<file path="src/hw/rtl/m3c1_pkg.sv">
`timescale 1ns / 1ps

package m3c1_pkg;

  localparam int unsigned MaxValuesDefault = 576;

  localparam int unsigned RegionBitsW = 12;
  localparam int unsigned ValueCountW = 10;
  localparam int unsigned QuadW       = 8;
  localparam int unsigned NzEndW      = 10;

  localparam int unsigned CmdDepth = 2;
  localparam int unsigned ResDepth = 4;

  typedef enum logic {
    CmdStart = 1'b0,
    CmdBit   = 1'b1
  } cmd_kind_e;

  typedef enum logic {
    ResQuad    = 1'b0,
    ResSummary = 1'b1
  } res_kind_e;

  typedef struct packed {
    cmd_kind_e              kind;
    logic                   bit_val;
    logic                   table_b;
    logic [RegionBitsW-1:0] region_bits;
    logic [QuadW-1:0]       quads_limit;
  } cmd_t;

  typedef struct packed {
    res_kind_e          kind;
    logic signed [1:0]  val_v;
    logic signed [1:0]  val_w;
    logic signed [1:0]  val_x;
    logic signed [1:0]  val_y;
    logic [QuadW-1:0]   quad_index;
    logic [NzEndW-1:0]  nonzero_end;
    logic               last;
  } res_t;

  typedef struct packed {
    logic first_vld;
    logic second_vld;
    res_t first;
    res_t second;
  } res_wr_t;

endpackage

</file>
<file path="src/hw/rtl/m3c1_front.sv">
`timescale 1ns / 1ps

module m3c1_front #(
  parameter int unsigned MaxValues = m3c1_pkg::MaxValuesDefault
) (
  input  logic                                clk_i,
  input  logic                                rst_ni,
  input  logic                                push,
  output logic                                full,
  input  logic                                op_i,
  input  logic                                bit_in_i,
  input  logic                                table_b_i,
  input  logic [m3c1_pkg::RegionBitsW-1:0]    region_bits_i,
  input  logic [m3c1_pkg::ValueCountW-1:0]    value_count_i,
  output logic                                cmd_vld_o,
  output m3c1_pkg::cmd_t                      cmd_o,
  input  logic                                cmd_pop_i
);
  import m3c1_pkg::*;

  localparam int unsigned PtrW = $clog2(CmdDepth);
  localparam int unsigned CntW = $clog2(CmdDepth + 1);

  cmd_t                   mem_q [CmdDepth];
  logic [PtrW-1:0]        wr_ptr_q, wr_ptr_d;
  logic [PtrW-1:0]        rd_ptr_q, rd_ptr_d;
  logic [CntW-1:0]        cnt_q, cnt_d;
  logic                   do_push;
  logic [ValueCountW-1:0] vc_clamp;
  cmd_t                   cmd_in;

  // clamp the value count and turn it into a quad limit
  always_comb begin
    if ({1'b0, value_count_i} > (ValueCountW + 1)'(MaxValues)) begin
      vc_clamp = ValueCountW'(MaxValues);
    end else begin
      vc_clamp = value_count_i;
    end
    cmd_in.kind        = op_i ? CmdBit : CmdStart;
    cmd_in.bit_val     = bit_in_i;
    cmd_in.table_b     = table_b_i;
    cmd_in.region_bits = region_bits_i;
    cmd_in.quads_limit = QuadW'(vc_clamp >> 2);
  end

  assign full      = (cnt_q == CntW'(CmdDepth));
  assign do_push   = push && !full;
  assign cmd_vld_o = (cnt_q != '0);
  assign cmd_o     = mem_q[rd_ptr_q];

  always_comb begin
    wr_ptr_d = wr_ptr_q;
    rd_ptr_d = rd_ptr_q;
    cnt_d    = cnt_q;
    if (do_push) begin
      wr_ptr_d = (wr_ptr_q == PtrW'(CmdDepth - 1)) ? '0 : wr_ptr_q + 1'b1;
    end
    if (cmd_pop_i) begin
      rd_ptr_d = (rd_ptr_q == PtrW'(CmdDepth - 1)) ? '0 : rd_ptr_q + 1'b1;
    end
    if (do_push && !cmd_pop_i) begin
      cnt_d = cnt_q + 1'b1;
    end else if (!do_push && cmd_pop_i) begin
      cnt_d = cnt_q - 1'b1;
    end
  end

  always_ff @(posedge clk_i or negedge rst_ni) begin
    if (!rst_ni) begin
      wr_ptr_q <= '0;
      rd_ptr_q <= '0;
      cnt_q    <= '0;
    end else begin
      wr_ptr_q <= wr_ptr_d;
      rd_ptr_q <= rd_ptr_d;
      cnt_q    <= cnt_d;
    end
  end

  always_ff @(posedge clk_i) begin
    if (do_push) begin
      mem_q[wr_ptr_q] <= cmd_in;
    end
  end

endmodule

</file>
<file path="src/hw/rtl/m3c1_back.sv">
`timescale 1ns / 1ps

module m3c1_back (
  input  logic              clk_i,
  input  logic              rst_ni,
  input  logic              cmd_vld_i,
  input  m3c1_pkg::cmd_t    cmd_i,
  output logic              cmd_pop_o,
  input  logic              res_room_i,
  output m3c1_pkg::res_wr_t res_wr_o
);
  import m3c1_pkg::*;

  typedef enum logic [1:0] {
    PhIdle,
    PhCode,
    PhSign
  } phase_e;

  // table A: length in [6:4], pattern in [3:0], indexed by the next six bits
  localparam logic [7:0] CwaTab [64] = '{
    8'h6B, 8'h6F, 8'h6D, 8'h6E, 8'h67, 8'h65, 8'h59, 8'h59,
    8'h56, 8'h56, 8'h53, 8'h53, 8'h5A, 8'h5A, 8'h5C, 8'h5C,
    8'h42, 8'h42, 8'h42, 8'h42, 8'h41, 8'h41, 8'h41, 8'h41,
    8'h44, 8'h44, 8'h44, 8'h44, 8'h48, 8'h48, 8'h48, 8'h48,
    8'h10, 8'h10, 8'h10, 8'h10, 8'h10, 8'h10, 8'h10, 8'h10,
    8'h10, 8'h10, 8'h10, 8'h10, 8'h10, 8'h10, 8'h10, 8'h10,
    8'h10, 8'h10, 8'h10, 8'h10, 8'h10, 8'h10, 8'h10, 8'h10,
    8'h10, 8'h10, 8'h10, 8'h10, 8'h10, 8'h10, 8'h10, 8'h10
  };

  function automatic logic signed [1:0] sign_val(input logic       present,
                                                 input logic [3:0] signs,
                                                 input logic [2:0] sidx);
    logic [3:0] sh;
    sh = signs >> sidx;
    if (!present) begin
      return 2'sb00;
    end
    return sh[0] ? 2'sb11 : 2'sb01;
  endfunction

  phase_e              phase_q, phase_d;
  logic                use_b_q, use_b_d;
  logic [5:0]          code_shift_q, code_shift_d;
  logic [2:0]          code_len_q, code_len_d;
  logic [3:0]          pattern_q, pattern_d;
  logic [2:0]          sign_slot_q, sign_slot_d;
  logic [3:0]          signs_q, signs_d;
  logic signed [13:0]  bits_left_q, bits_left_d;
  logic [QuadW-1:0]    quads_done_q, quads_done_d;
  logic [QuadW-1:0]    quads_limit_q, quads_limit_d;
  logic [QuadW-1:0]    nz_cnt_q, nz_cnt_d;
  logic [3:0]          nz_pat_q, nz_pat_d;

  logic                go;
  logic [5:0]          cs_n;
  logic [2:0]          len_n;
  logic [5:0]          a_idx;
  logic [7:0]          a_ent;
  logic                code_done;
  logic [3:0]          code_pat;
  logic [2:0]          code_cost;
  logic signed [13:0]  code_bl;
  logic [3:0]          sgn_n;
  logic [2:0]          slot_n;
  logic [2:0]          ones_q;
  logic                start_cont;

  logic                fin;
  logic [3:0]          fin_pat;
  logic [3:0]          fin_signs;
  logic [2:0]          fin_slot;
  logic signed [13:0]  fin_bl;
  logic [QuadW-1:0]    qd_n;
  logic                fin_cont;
  logic [1:0]          tk_w, tk_x, tk_y;
  logic [NzEndW-1:0]   nz_end;
  res_t                quad_res;
  res_t                sum_res;

  assign go        = cmd_vld_i && res_room_i;
  assign cmd_pop_o = go;

  assign cs_n      = {code_shift_q[4:0], cmd_i.bit_val};
  assign len_n     = code_len_q + 3'd1;
  assign a_idx     = 6'(cs_n << (3'd6 - len_n));
  assign a_ent     = CwaTab[a_idx];
  assign code_done = use_b_q ? (len_n >= 3'd4) : ((a_ent[6:4] == len_n) || (len_n >= 3'd6));
  assign code_pat  = use_b_q ? ~cs_n[3:0] : a_ent[3:0];
  assign code_cost = use_b_q ? 3'd4 : a_ent[6:4];
  assign code_bl   = bits_left_q - signed'(14'(code_cost));
  assign sgn_n     = {signs_q[2:0], cmd_i.bit_val};
  assign slot_n    = sign_slot_q + 3'd1;
  assign ones_q    = 3'(pattern_q[3]) + 3'(pattern_q[2]) + 3'(pattern_q[1]) + 3'(pattern_q[0]);

  assign start_cont = (cmd_i.quads_limit != '0) &&
                      (cmd_i.table_b ? (cmd_i.region_bits >= RegionBitsW'(4))
                                     : (cmd_i.region_bits != '0));

  // quad finish operands
  always_comb begin
    if (phase_q == PhSign) begin
      fin_pat   = pattern_q;
      fin_signs = sgn_n;
      fin_slot  = slot_n;
      fin_bl    = bits_left_q - 14'sd1;
    end else begin
      fin_pat   = code_pat;
      fin_signs = '0;
      fin_slot  = '0;
      fin_bl    = code_bl;
    end
  end

  assign qd_n     = quads_done_q + 1'b1;
  assign fin_cont = (qd_n < quads_limit_q) &&
                    (use_b_q ? (fin_bl >= 14'sd4) : (fin_bl > 14'sd0));
  assign tk_w     = 2'(fin_pat[3]);
  assign tk_x     = 2'(fin_pat[3]) + 2'(fin_pat[2]);
  assign tk_y     = 2'(fin_pat[3]) + 2'(fin_pat[2]) + 2'(fin_pat[1]);

  always_comb begin
    quad_res             = '0;
    quad_res.kind        = ResQuad;
    quad_res.quad_index  = quads_done_q;
    if (fin_bl >= 14'sd0) begin
      quad_res.val_v = sign_val(fin_pat[3], fin_signs, fin_slot - 3'd1);
      quad_res.val_w = sign_val(fin_pat[2], fin_signs, fin_slot - 3'd1 - 3'(tk_w));
      quad_res.val_x = sign_val(fin_pat[1], fin_signs, fin_slot - 3'd1 - 3'(tk_x));
      quad_res.val_y = sign_val(fin_pat[0], fin_signs, fin_slot - 3'd1 - 3'(tk_y));
    end
  end

  // nonzero end, pair-rounded
  always_comb begin
    nz_end = {nz_cnt_q, 2'b00};
    if ((nz_pat_q[1:0] == 2'b00) && (nz_cnt_q != '0)) begin
      nz_end = {nz_cnt_q, 2'b00} - NzEndW'(2);
    end
    sum_res             = '0;
    sum_res.kind        = ResSummary;
    sum_res.nonzero_end = nz_end;
    sum_res.last        = 1'b1;
  end

  always_comb begin
    phase_d       = phase_q;
    use_b_d       = use_b_q;
    code_shift_d  = code_shift_q;
    code_len_d    = code_len_q;
    pattern_d     = pattern_q;
    sign_slot_d   = sign_slot_q;
    signs_d       = signs_q;
    bits_left_d   = bits_left_q;
    quads_done_d  = quads_done_q;
    quads_limit_d = quads_limit_q;
    nz_cnt_d      = nz_cnt_q;
    nz_pat_d      = nz_pat_q;
    fin           = 1'b0;
    res_wr_o      = '0;
    res_wr_o.first  = quad_res;
    res_wr_o.second = sum_res;

    if (go) begin
      if (cmd_i.kind == CmdStart) begin
        use_b_d       = cmd_i.table_b;
        bits_left_d   = signed'(14'(cmd_i.region_bits));
        quads_limit_d = cmd_i.quads_limit;
        quads_done_d  = '0;
        code_shift_d  = '0;
        code_len_d    = '0;
        pattern_d     = '0;
        sign_slot_d   = '0;
        signs_d       = '0;
        nz_cnt_d      = '0;
        nz_pat_d      = 4'hF;
        if (start_cont) begin
          phase_d = PhCode;
        end else begin
          phase_d                      = PhIdle;
          res_wr_o.first_vld           = 1'b1;
          res_wr_o.first               = '0;
          res_wr_o.first.kind          = ResSummary;
          res_wr_o.first.last          = 1'b1;
        end
      end else begin
        case (phase_q)
          PhCode: begin
            code_shift_d = cs_n;
            code_len_d   = len_n;
            if (code_done) begin
              pattern_d   = code_pat;
              bits_left_d = code_bl;
              sign_slot_d = '0;
              signs_d     = '0;
              if (code_pat != 4'h0) begin
                nz_cnt_d = qd_n;
                nz_pat_d = code_pat;
                phase_d  = PhSign;
              end else begin
                fin = 1'b1;
              end
            end
          end
          PhSign: begin
            signs_d     = sgn_n;
            sign_slot_d = slot_n;
            bits_left_d = fin_bl;
            if (slot_n >= ones_q) begin
              fin = 1'b1;
            end
          end
          default: begin
          end
        endcase

        if (fin) begin
          res_wr_o.first_vld = 1'b1;
          quads_done_d       = qd_n;
          code_shift_d       = '0;
          code_len_d         = '0;
          sign_slot_d        = '0;
          signs_d            = '0;
          if (fin_cont) begin
            phase_d = PhCode;
          end else begin
            phase_d             = PhIdle;
            res_wr_o.second_vld = 1'b1;
          end
        end
      end
    end
  end

  always_ff @(posedge clk_i or negedge rst_ni) begin
    if (!rst_ni) begin
      phase_q       <= PhIdle;
      use_b_q       <= 1'b0;
      code_shift_q  <= '0;
      code_len_q    <= '0;
      pattern_q     <= '0;
      sign_slot_q   <= '0;
      signs_q       <= '0;
      bits_left_q   <= '0;
      quads_done_q  <= '0;
      quads_limit_q <= '0;
      nz_cnt_q      <= '0;
      nz_pat_q      <= 4'hF;
    end else begin
      phase_q       <= phase_d;
      use_b_q       <= use_b_d;
      code_shift_q  <= code_shift_d;
      code_len_q    <= code_len_d;
      pattern_q     <= pattern_d;
      sign_slot_q   <= sign_slot_d;
      signs_q       <= signs_d;
      bits_left_q   <= bits_left_d;
      quads_done_q  <= quads_done_d;
      quads_limit_q <= quads_limit_d;
      nz_cnt_q      <= nz_cnt_d;
      nz_pat_q      <= nz_pat_d;
    end
  end

endmodule

</file>
<file path="src/hw/rtl/m3c1_resq.sv">
`timescale 1ns / 1ps

module m3c1_resq (
  input  logic              clk_i,
  input  logic              rst_ni,
  input  m3c1_pkg::res_wr_t res_wr_i,
  output logic              res_room_o,
  output logic              empty,
  input  logic              pop,
  output m3c1_pkg::res_t    res_o
);
  import m3c1_pkg::*;

  localparam int unsigned PtrW = $clog2(ResDepth);
  localparam int unsigned CntW = $clog2(ResDepth + 1);

  res_t            mem_q [ResDepth];
  logic [PtrW-1:0] wr_ptr_q, wr_ptr_d;
  logic [PtrW-1:0] rd_ptr_q, rd_ptr_d;
  logic [CntW-1:0] cnt_q, cnt_d;
  logic [PtrW-1:0] wr_ptr_p1;
  logic [1:0]      n_wr;
  logic            do_pop;

  assign empty      = (cnt_q == '0);
  assign do_pop     = pop && !empty;
  assign res_room_o = (cnt_q <= CntW'(ResDepth - 2));
  assign res_o      = mem_q[rd_ptr_q];
  assign wr_ptr_p1  = wr_ptr_q + 1'b1;
  assign n_wr       = 2'(res_wr_i.first_vld) + 2'(res_wr_i.second_vld);

  always_comb begin
    wr_ptr_d = wr_ptr_q + PtrW'(n_wr);
    rd_ptr_d = do_pop ? rd_ptr_q + 1'b1 : rd_ptr_q;
    cnt_d    = cnt_q + CntW'(n_wr) - CntW'(do_pop);
  end

  always_ff @(posedge clk_i or negedge rst_ni) begin
    if (!rst_ni) begin
      wr_ptr_q <= '0;
      rd_ptr_q <= '0;
      cnt_q    <= '0;
    end else begin
      wr_ptr_q <= wr_ptr_d;
      rd_ptr_q <= rd_ptr_d;
      cnt_q    <= cnt_d;
    end
  end

  always_ff @(posedge clk_i) begin
    if (res_wr_i.first_vld) begin
      mem_q[wr_ptr_q] <= res_wr_i.first;
    end
    if (res_wr_i.second_vld) begin
      mem_q[wr_ptr_p1] <= res_wr_i.second;
    end
  end

endmodule

</file>
<file path="src/hw/rtl/mp3_count1_quad_decoder_core.sv">
`timescale 1ns / 1ps
// MP3 layer III count1 region decoder, one bitstream bit per transaction.
// Input side is a queue: drive the item and push; it is taken when full is
// low. op 0 starts a region (table_b, region_bits, value_count); op 1 hands
// in one bit. A start aborts any region in progress; bits while idle drop.
// Result side is a queue: while empty is low the oldest result sits on the
// result ports and is taken with pop. kind 0 is a decoded quad, kind 1 the
// closing summary with nonzero_end and last set.
// Throughput: one item per cycle unless the engine holds. A small command
// queue parts the intake from the decode engine, a four-entry result queue
// parts the engine from the receiver. An item that closes a quad and the
// region writes two results at once; the engine holds an item while the
// result queue has fewer than two free slots, and the command queue then
// fills and raises full. A taken item is registered in the command queue,
// its results in the result queue, to be popped. Reset empties both queues
// and leaves the decoder idle; no region runs until the first start item.
module mp3_count1_quad_decoder_core #(
  parameter int unsigned MaxValues = m3c1_pkg::MaxValuesDefault
) (
  input  logic                             clk_i,
  input  logic                             rst_ni,
  input  logic                             push,
  output logic                             full,
  input  logic                             op_i,
  input  logic                             bit_in_i,
  input  logic                             table_b_i,
  input  logic [m3c1_pkg::RegionBitsW-1:0] region_bits_i,
  input  logic [m3c1_pkg::ValueCountW-1:0] value_count_i,
  output logic                             empty,
  input  logic                             pop,
  output logic                             kind_o,
  output logic signed [1:0]                val_v_o,
  output logic signed [1:0]                val_w_o,
  output logic signed [1:0]                val_x_o,
  output logic signed [1:0]                val_y_o,
  output logic [m3c1_pkg::QuadW-1:0]       quad_index_o,
  output logic [m3c1_pkg::NzEndW-1:0]      nonzero_end_o,
  output logic                             last_o
);
  import m3c1_pkg::*;

  logic    cmd_vld;
  cmd_t    cmd;
  logic    cmd_pop;
  logic    res_room;
  res_wr_t res_wr;
  res_t    res;

  m3c1_front #(
    .MaxValues(MaxValues)
  ) u_front (
    .clk_i        (clk_i),
    .rst_ni       (rst_ni),
    .push         (push),
    .full         (full),
    .op_i         (op_i),
    .bit_in_i     (bit_in_i),
    .table_b_i    (table_b_i),
    .region_bits_i(region_bits_i),
    .value_count_i(value_count_i),
    .cmd_vld_o    (cmd_vld),
    .cmd_o        (cmd),
    .cmd_pop_i    (cmd_pop)
  );

  m3c1_back u_back (
    .clk_i     (clk_i),
    .rst_ni    (rst_ni),
    .cmd_vld_i (cmd_vld),
    .cmd_i     (cmd),
    .cmd_pop_o (cmd_pop),
    .res_room_i(res_room),
    .res_wr_o  (res_wr)
  );

  m3c1_resq u_resq (
    .clk_i     (clk_i),
    .rst_ni    (rst_ni),
    .res_wr_i  (res_wr),
    .res_room_o(res_room),
    .empty     (empty),
    .pop       (pop),
    .res_o     (res)
  );

  assign kind_o        = res.kind;
  assign val_v_o       = res.val_v;
  assign val_w_o       = res.val_w;
  assign val_x_o       = res.val_x;
  assign val_y_o       = res.val_y;
  assign quad_index_o  = res.quad_index;
  assign nonzero_end_o = res.nonzero_end;
  assign last_o        = res.last;

endmodule

</file>
<file path="config.mk">
export PLATFORM = sky130hd
export DESIGN_NAME = mp3_count1_quad_decoder_core
export DESIGN_NICKNAME = d
export VERILOG_FILES = /design/src/hw/rtl/m3c1_pkg.sv /design/src/hw/rtl/m3c1_front.sv /design/src/hw/rtl/m3c1_back.sv /design/src/hw/rtl/m3c1_resq.sv /design/src/hw/rtl/mp3_count1_quad_decoder_core.sv
export SDC_FILE = /design/constraint.sdc
export NUM_CORES = 1
export LEC_CHECK = 0
export BUFFER_PORTS_ARGS = -buffer_cell sky130_fd_sc_hd__buf_2
export CORE_UTILIZATION = 40
export DETAILED_ROUTE_END_ITERATION = 16
export PLACE_DENSITY = 0.57
export SLEW_MARGIN = 20
export SYNTH_ARGS = -nofsm -noshare
export SYNTH_HDL_FRONTEND = slang
export SYNTH_SLANG_ARGS = --single-unit
</file>
<file path="constraint.sdc">
create_clock -name clk_i -period 8.7 [get_ports clk_i]
set_clock_uncertainty 0.2 [all_clocks]
set_input_delay 1.305 -clock clk_i [delete_from_list [all_inputs] [get_ports clk_i]]
set_output_delay 1.305 -clock clk_i [all_outputs]
set_load 0.01 [all_outputs]
</file>
======== Word-level counts from Yosys, hierarchy flattened ========
Memory sizes are Yosys's and may differ from the RTL's.
Cells that the tools add are included.
storage, ports and cells
  bits in registers ....................... 72
  latch bits .............................. 0
  logic and storage cells ................. 206
  bits in writable memories ............... 158
  output and inout port bits .............. 30
  input port bits ......................... 29
  bits in read-only memories .............. 512
  memories kept ........................... 3
cells by class
  reductions and logical operators ........ 29
  shifts and indexed selects .............. 5
  div/mod/pow operators ................... 0
  eq/ne operators ......................... 15
  $mul .................................... 0
  add/subtract/negate cells ............... 26
  $lt $le $gt $ge ......................... 11
  muxes and demuxes ....................... 96
  bitwise gates (word level) .............. 3
memory list
  memory            depth  width  rd ports  clocked after memory_dff  wr ports  line              text
  (name not given)  64     8      1         0                         0         m3c1_back.sv:88   assign a_ent = CwaTab[a_idx];
  u_resq.mem_q      4      28     1         0                         2         m3c1_resq.sv:17   res_t mem_q [ResDepth];
  u_front.mem_q     2      23     1         0                         1         m3c1_front.sv:24  cmd_t mem_q [CmdDepth];
operators by type and width
  kind                                                                                   count
  28-bit two-way mux                                                                     2
  8-bit two-way mux                                                                      7
  2-bit two-way mux                                                                      24
  14-bit two-way mux                                                                     3
  3-bit two-way mux                                                                      11
  1-bit two-way mux                                                                      31
  30-bit two-way mux                                                                     1
  14-bit one-hot mux with 2 select lines                                                 1
  4-bit two-way mux                                                                      6
  10-bit two-way mux                                                                     2
  8-bit nonzero test                                                                     2
  4-bit by 3-bit right shift with 1-bit output                                           4
  5-bit two-way mux                                                                      3
  3-bit != test (second input constant)                                                  5
  14-bit by 1-bit greater-or-equal comparator with 1-bit output (second input constant)  1
  14-bit by 4-bit greater-or-equal comparator with 1-bit output (second input constant)  1
  14-bit by 1-bit greater-than comparator with 1-bit output (second input constant)      1
  7-bit two-way mux                                                                      2
  14-bit by 2-bit subtractor with 14-bit output (second input constant)                  1
  14-bit by 4-bit subtractor with 14-bit output                                          1
  12-bit by 3-bit greater-or-equal comparator with 1-bit output (second input constant)  1
  3-bit one-hot mux with 2 select lines                                                  2
  12-bit nonzero test                                                                    1
  10-bit greater-than comparator (second input constant)                                 1
  other kinds (40)                                                                       71

======== Logic depth before layout (Yosys ltp) ========
  depth in word-level cells ............... 22
  depth in mapped cells ................... 29
  depth with buffers taken out ............ 26

======== Hierarchy ========
A second synthesis with hierarchy kept.
unflattened totals
  cell total of the unflattened synthesis .. 1034
  area total of the unflattened synthesis .. 13137.6 µm²
by module, submodules not included
  module      area each (µm²)  seq. area each (µm²)  instances  cells an instance
  m3c1_resq   5873.1           3538.4                1          312
  m3c1_back   5243.8           1529.0                1          621
  m3c1_front  2020.7           1481.4                1          101

======== Least setup slack after synthesis ========
No wires, ideal clock.
  path kind ............................... register -> register
  from .................................... register u_back.code_len_q[0]
  to ...................................... register u_resq.cnt_q[2]
  setup slack ............................. 2.653 ns
  required time ........................... 8.420 ns
  arrival time ............................ 5.768 ns
  period minus slack after synthesis ...... 6.047 ns
  stages on the path, launching flop included .. 28
  cell sequence ........................... dfrtp_1 > buf_2 > inv_1 > ha_1 > clkbuf_1 > xor3_1 > clkbuf_1 > and2_1 > ha_1 > o22ai_1 > nor2_1 > ha_1 > inv_1 > fa_1 > nor2_1 > a32oi_1 > a2111o_1 > a211oi_1 > a2111oi_0 > or2_2 > nor2_2 > ha_1 > inv_1 > ha_1 > inv_1 > fa_1 > xnor2_1 > xnor2_1
on the way
  cells in the longest elaborated chain, start to end .. 20
ends and longest elaborated chain
  what                                                                   line                                text
  start, declared                                                        m3c1_back.sv:46                     logic [2:0] code_len_q, code_len_d;
  start signal, assigned                                                 m3c1_back.sv:254                    code_len_q <= code_len_d;
  3-bit by 1-bit adder with 3-bit output *                               m3c1_back.sv:86                     assign len_n = code_len_q + 3'd1;
  3-bit subtractor                                                       m3c1_back.sv:87                     assign a_idx = 6'(cs_n << (3'd6 - len_n));
  6-bit by 3-bit << shifter with 6-bit output                            m3c1_back.sv:87
  6-bit NOT with 7-bit output (not written as such)                      m3c1_back.sv:88
  memory 64 x 8 bit                                                      n/a
  7-bit two-way mux (not written as such) (2 in series)                  m3c1_back.sv:88
  3-bit two-way mux (tied with other cells)                              m3c1_back.sv:91                     assign code_cost = use_b_q ? 3'd4 : a_ent[6:4];
  14-bit by 4-bit subtractor with 14-bit output (tied with other cells)  m3c1_back.sv:92                     assign code_bl = bits_left_q - signed'(14'(code_cost));
  [4 not listed]                                                         n/a
  1-bit two-way mux (on tied branches)                                   m3c1_back.sv:225, m3c1_back.sv:165
  2-bit two-way mux *                                                    m3c1_back.sv:218                    if (fin) begin
  1-bit two-way mux                                                      m3c1_back.sv:166                    if (cmd_i.kind == CmdStart) begin
  30-bit two-way mux *                                                   m3c1_back.sv:165                    if (go) begin
  1-bit by 1-bit adder with 2-bit output *                               m3c1_resq.sv:30                     assign n_wr = 2'(res_wr_i.first_vld) + 2'(res_wr_i.second_vld);
  3-bit by 2-bit adder with 3-bit output *                               m3c1_resq.sv:35                     cnt_d = cnt_q + CntW'(n_wr) - CntW'(do_pop);
  3-bit by 1-bit subtractor with 3-bit output *                          m3c1_resq.sv:35
  named net u_resq.cnt_d[2]                                              m3c1_resq.sv:20                     logic [CntW-1:0] cnt_q, cnt_d;
  end signal, assigned                                                   m3c1_resq.sv:46                     cnt_q <= cnt_d;
  end, declared                                                          m3c1_resq.sv:20
The timed path passes the listed nets; every way through them passes the cells marked *. The select of a mux whose other input is x is not followed.
A chain may end at the register's enable or synchronous reset.

==> results.json <==
{
  "status": "finished clean",
  "ctsHoldBuffers": 0,
  "hold_depth": 2,
  "avgSynthCellArea_um2": 11.2,
  "synth_cells": 1021,
  "reg2regPathDepth": 20,
  "drtIter0Drc": 551,
  "syn-cell-area_mm2": 0.0114,
  "antenna_found_initial": 0,
  "die_height_um": 171,
  "grt_overflow": 0,
  "portBuffers": 57,
  "clockBufferDepth": 3,
  "ys_top_cells_by_area": "edfxtp_1 22%, dfrtp_1 15%, dfxtp_1 12%, mux4_2 6.7%, ha_1 4.4%",
  "p_leak_nw": 5.19,
  "power_density_mw_per_mm2": 364,
  "coreArea_mm2": 0.0279,
  "path_class": "reg -> reg",
  "grt_setup_unrepaired": "false",
  "ios": 59,
  "fin_nets": 1140,
  "hold_viol_final": 0,
  "critical-path-max-stage-delay_ns": 0.70,
  "yosysMostFrequentCell": "nor2_1",
  "worst_slack_ns": 1.61,
  "worst_path_max_delay_cell": "dfrtp_1",
  "grt_use_total_pct": 18.2,
  "cts_tree": "built",
  "finalSetupTns_ns": 0,
  "clkLatencyLatePin_ns": 0.52,
  "preCtsSetupSlack_ns": 1.65,
  "yosysWarnings": 0,
  "synthFlopType": "edfxtp_1",
  "cp_max_fo": 19,
  "gp_congestion": 0.862,
  "tightest_slew_ns": 0.988,
  "ir_worst_vdd_uv": 175,
  "via_per_inst": 5.45,
  "drt_wl_total_mm": 25.9,
  "synth-edff-count": 82,
  "crit_chain": "inv_1 -> ha_1 -> nor2b_1 -> a22o_1 -> and2_1 -> ha_1 -> o22ai_1 -> nor2_1 -> ha_1 -> inv_1 -> fa_1 -> a211o_1 -> a21oi_1 -> xor2_1 -> a211oi_1 -> a2111oi_0 -> or2_2 -> or3_1 -> a21boi_4 -> inv_1",
  "hold_end": "u_resq.mem_q[1][0]",
  "initial_utilization_pct": 40.9,
  "crit_arrival_ns": 7.10,
  "cap_violations": 0,
  "diodes": 0,
  "htree_levels": 1,
  "yosysTopAreaCellShare_pct": 21.6,
  "cts_resized": 0,
  "r2r_end": "u_resq.mem_q[2][7]",
  "critPathCaptureType": "flop",
  "synth-seq-cells": 222,
  "synth_nets": 1096,
  "detail-route-antenna-nets": 0,
  "vias": 7970,
  "drt_first_pass_iters": 5,
  "dpl.hpwl_mm": 18.2,
  "drive_gt1_share_pct": 15.9,
  "hp-class": "reg -> reg",
  "avgRoutedWirePerCell_um": 17.7,
  "cts-buffers-inserted": 25,
  "critPathLaunchType": "flop",
  "area_delta_synth_final_pct": 13.0,
  "path_clk_slew_ns": 0.06,
  "drc_errors": 0,
  "grt_pass1_wl_mm": 42.2,
  "cts.sinks": 222,
  "timing.slew.headroom_pct": 34.1,
  "fmax_ghz": 0.141,
  "required_ns": 8.71,
  "die_area_mm2": 0.0292,
  "rrSetupSlack_ns": 1.61,
  "post_cts_buffers": 0,
  "synthArstFlopShare_pct": 32.4,
  "seq_area_frac_synth_pct": 49.3,
  "synth.distinct_cells": 87,
  "period_needed_ns": 7.09,
  "cts_root_buffer": "clkbuf_16",
  "grt_pass1_vias": 7821,
  "finalSetupViolCount": 0,
  "synth_top_cell_by_area": "edfxtp_1",
  "fp.dieW_um": 171,
  "hp-start": "u_resq.mem_q[1][0]",
  "maxSlewViolCount": 0,
  "postLayoutCellArea_mm2": 0.0129,
  "crit_family": "compound AO/OA/AOI/OAI gates",
  "place_area_mm2": 0.0121,
  "synth_common_cells": "100 x nor2_1, 82 x edfxtp_1, 75 x nand2_1",
  "timing.final.crit_share_pct": 81.5,
  "r2r_start": "u_back.code_len_q[0]",
  "rows": 61,
  "grt_max_degree": 73,
  "worst-path-buf-inv": 3
}
[cell usage in the layout, fill, tap and decap left out, types with 8 or more instances in the layout]
master,synthesis,routed
nor2_1,100,99
edfxtp_1,82,82
nand2_1,75,75
dfrtp_1,70,70
dfxtp_1,68,68
inv_1,64,64
a22o_1,57,57
buf_2,8,56
o21ai_0,43,43
ha_1,40,40
a21oi_1,38,38
mux4_2,34,34
mux2i_1,32,31
clkbuf_16,0,25
xnor2_1,23,23
nand3_1,17,17
xor2_1,14,14
and2_1,12,12
nor3_1,12,12
o2bb2ai_1,12,12
nand2b_1,11,11
o31ai_1,11,11
buf_4,2,10
nor2b_1,9,9
a211oi_1,8,8
mux2_2,8,8
[metrics by stage]
step                      total power [mW]  utilization (%)  std cells  hold WS, ns
after global routing                  5.05             46.2       1462        0.267
after floorplan                       3.09                -       1021        0.221
final                                 4.70             46.2       1462        0.247
after CTS                             4.74             46.2       1461        0.250
after detailed placement              3.65             43.2       1415        0.236
after global placement                3.61             43.1       1415        0.241
[cell type report]
type	instances	area, um2
Timing Repair Buffer	67	370
Clock buffer	29	641
Tap cell	378	473
Sequential cell	222	5630
Clock inverter	17	198
Fill cell	2653	15000
Multi-Input combinational cell	683	5350
Inverter	66	248
[worst min-delay path: stages, from the launching register on]
cell and delay, ns:
dfxtp_1 0.31, inv_1 0.05, o22ai_1 0.05
[kinds of logic (layout without fill, tap and decap cells)]
kind of cell	count (synthesis)	in the layout	synth area share [%]
other cells	1	1	0.0328
buf+inv	116	179	4.03
fa+ha+maj	46	46	5.43
compound gates	239	239	15.8
xor+xnor	39	39	3.24
flops	222	222	49.3
simple gates	283	283	11.8
mux	75	75	10.4
[how the worst max path moves through the flow]
stage	start	cells past startpoint	endpoint	slack, ns
2_1_floorplan	u_back.code_len_q[0]	27	u_resq.cnt_q[2]	2.65
3_3_place_gp	u_back.code_len_q[0]	20	u_resq.mem_q[2][7]	1.84
3_5_place_dp	u_back.code_len_q[0]	20	u_resq.mem_q[2][6]	1.65
4_1_cts	u_back.code_len_q[0]	20	u_resq.mem_q[2][7]	1.62
5_1_grt	u_back.code_len_q[0]	21	u_resq.mem_q[2][7]	0.92
6_report	u_back.code_len_q[0]	20	u_resq.mem_q[2][7]	1.61
[flip-flops by register name (all words and copies together) (netlist names), 3 cells and up]
name / count
u_back.code_len_q: 3
u_back.nz_cnt_q: 8
u_back.code_shift_q: 5
u_back.quads_limit_q: 8
u_front.mem_q: 46
u_resq.cnt_q: 3
u_back.bits_left_q: 14
u_back.pattern_q: 4
u_resq.mem_q: 104
u_back.quads_done_q: 8
u_back.signs_q: 3
u_back.sign_slot_q: 3
[power by group]
group	leakage, nW	switching (mW)	internal, mW
sequential	2.24	0.183	1.34
combinational	2.54	1.27	0.830
clock	0.405	0.430	0.648
[metal layers]
layer	up-vias	wire (um)	track usage [%]
li1	3865	-	-
met3	31	910	2.43
met2	151	11900	29.4
met4	0	435	3.73
met1	3923	12700	26.2
met5	-	0	0
Note: power is estimated with default switching activity, not from simulation.
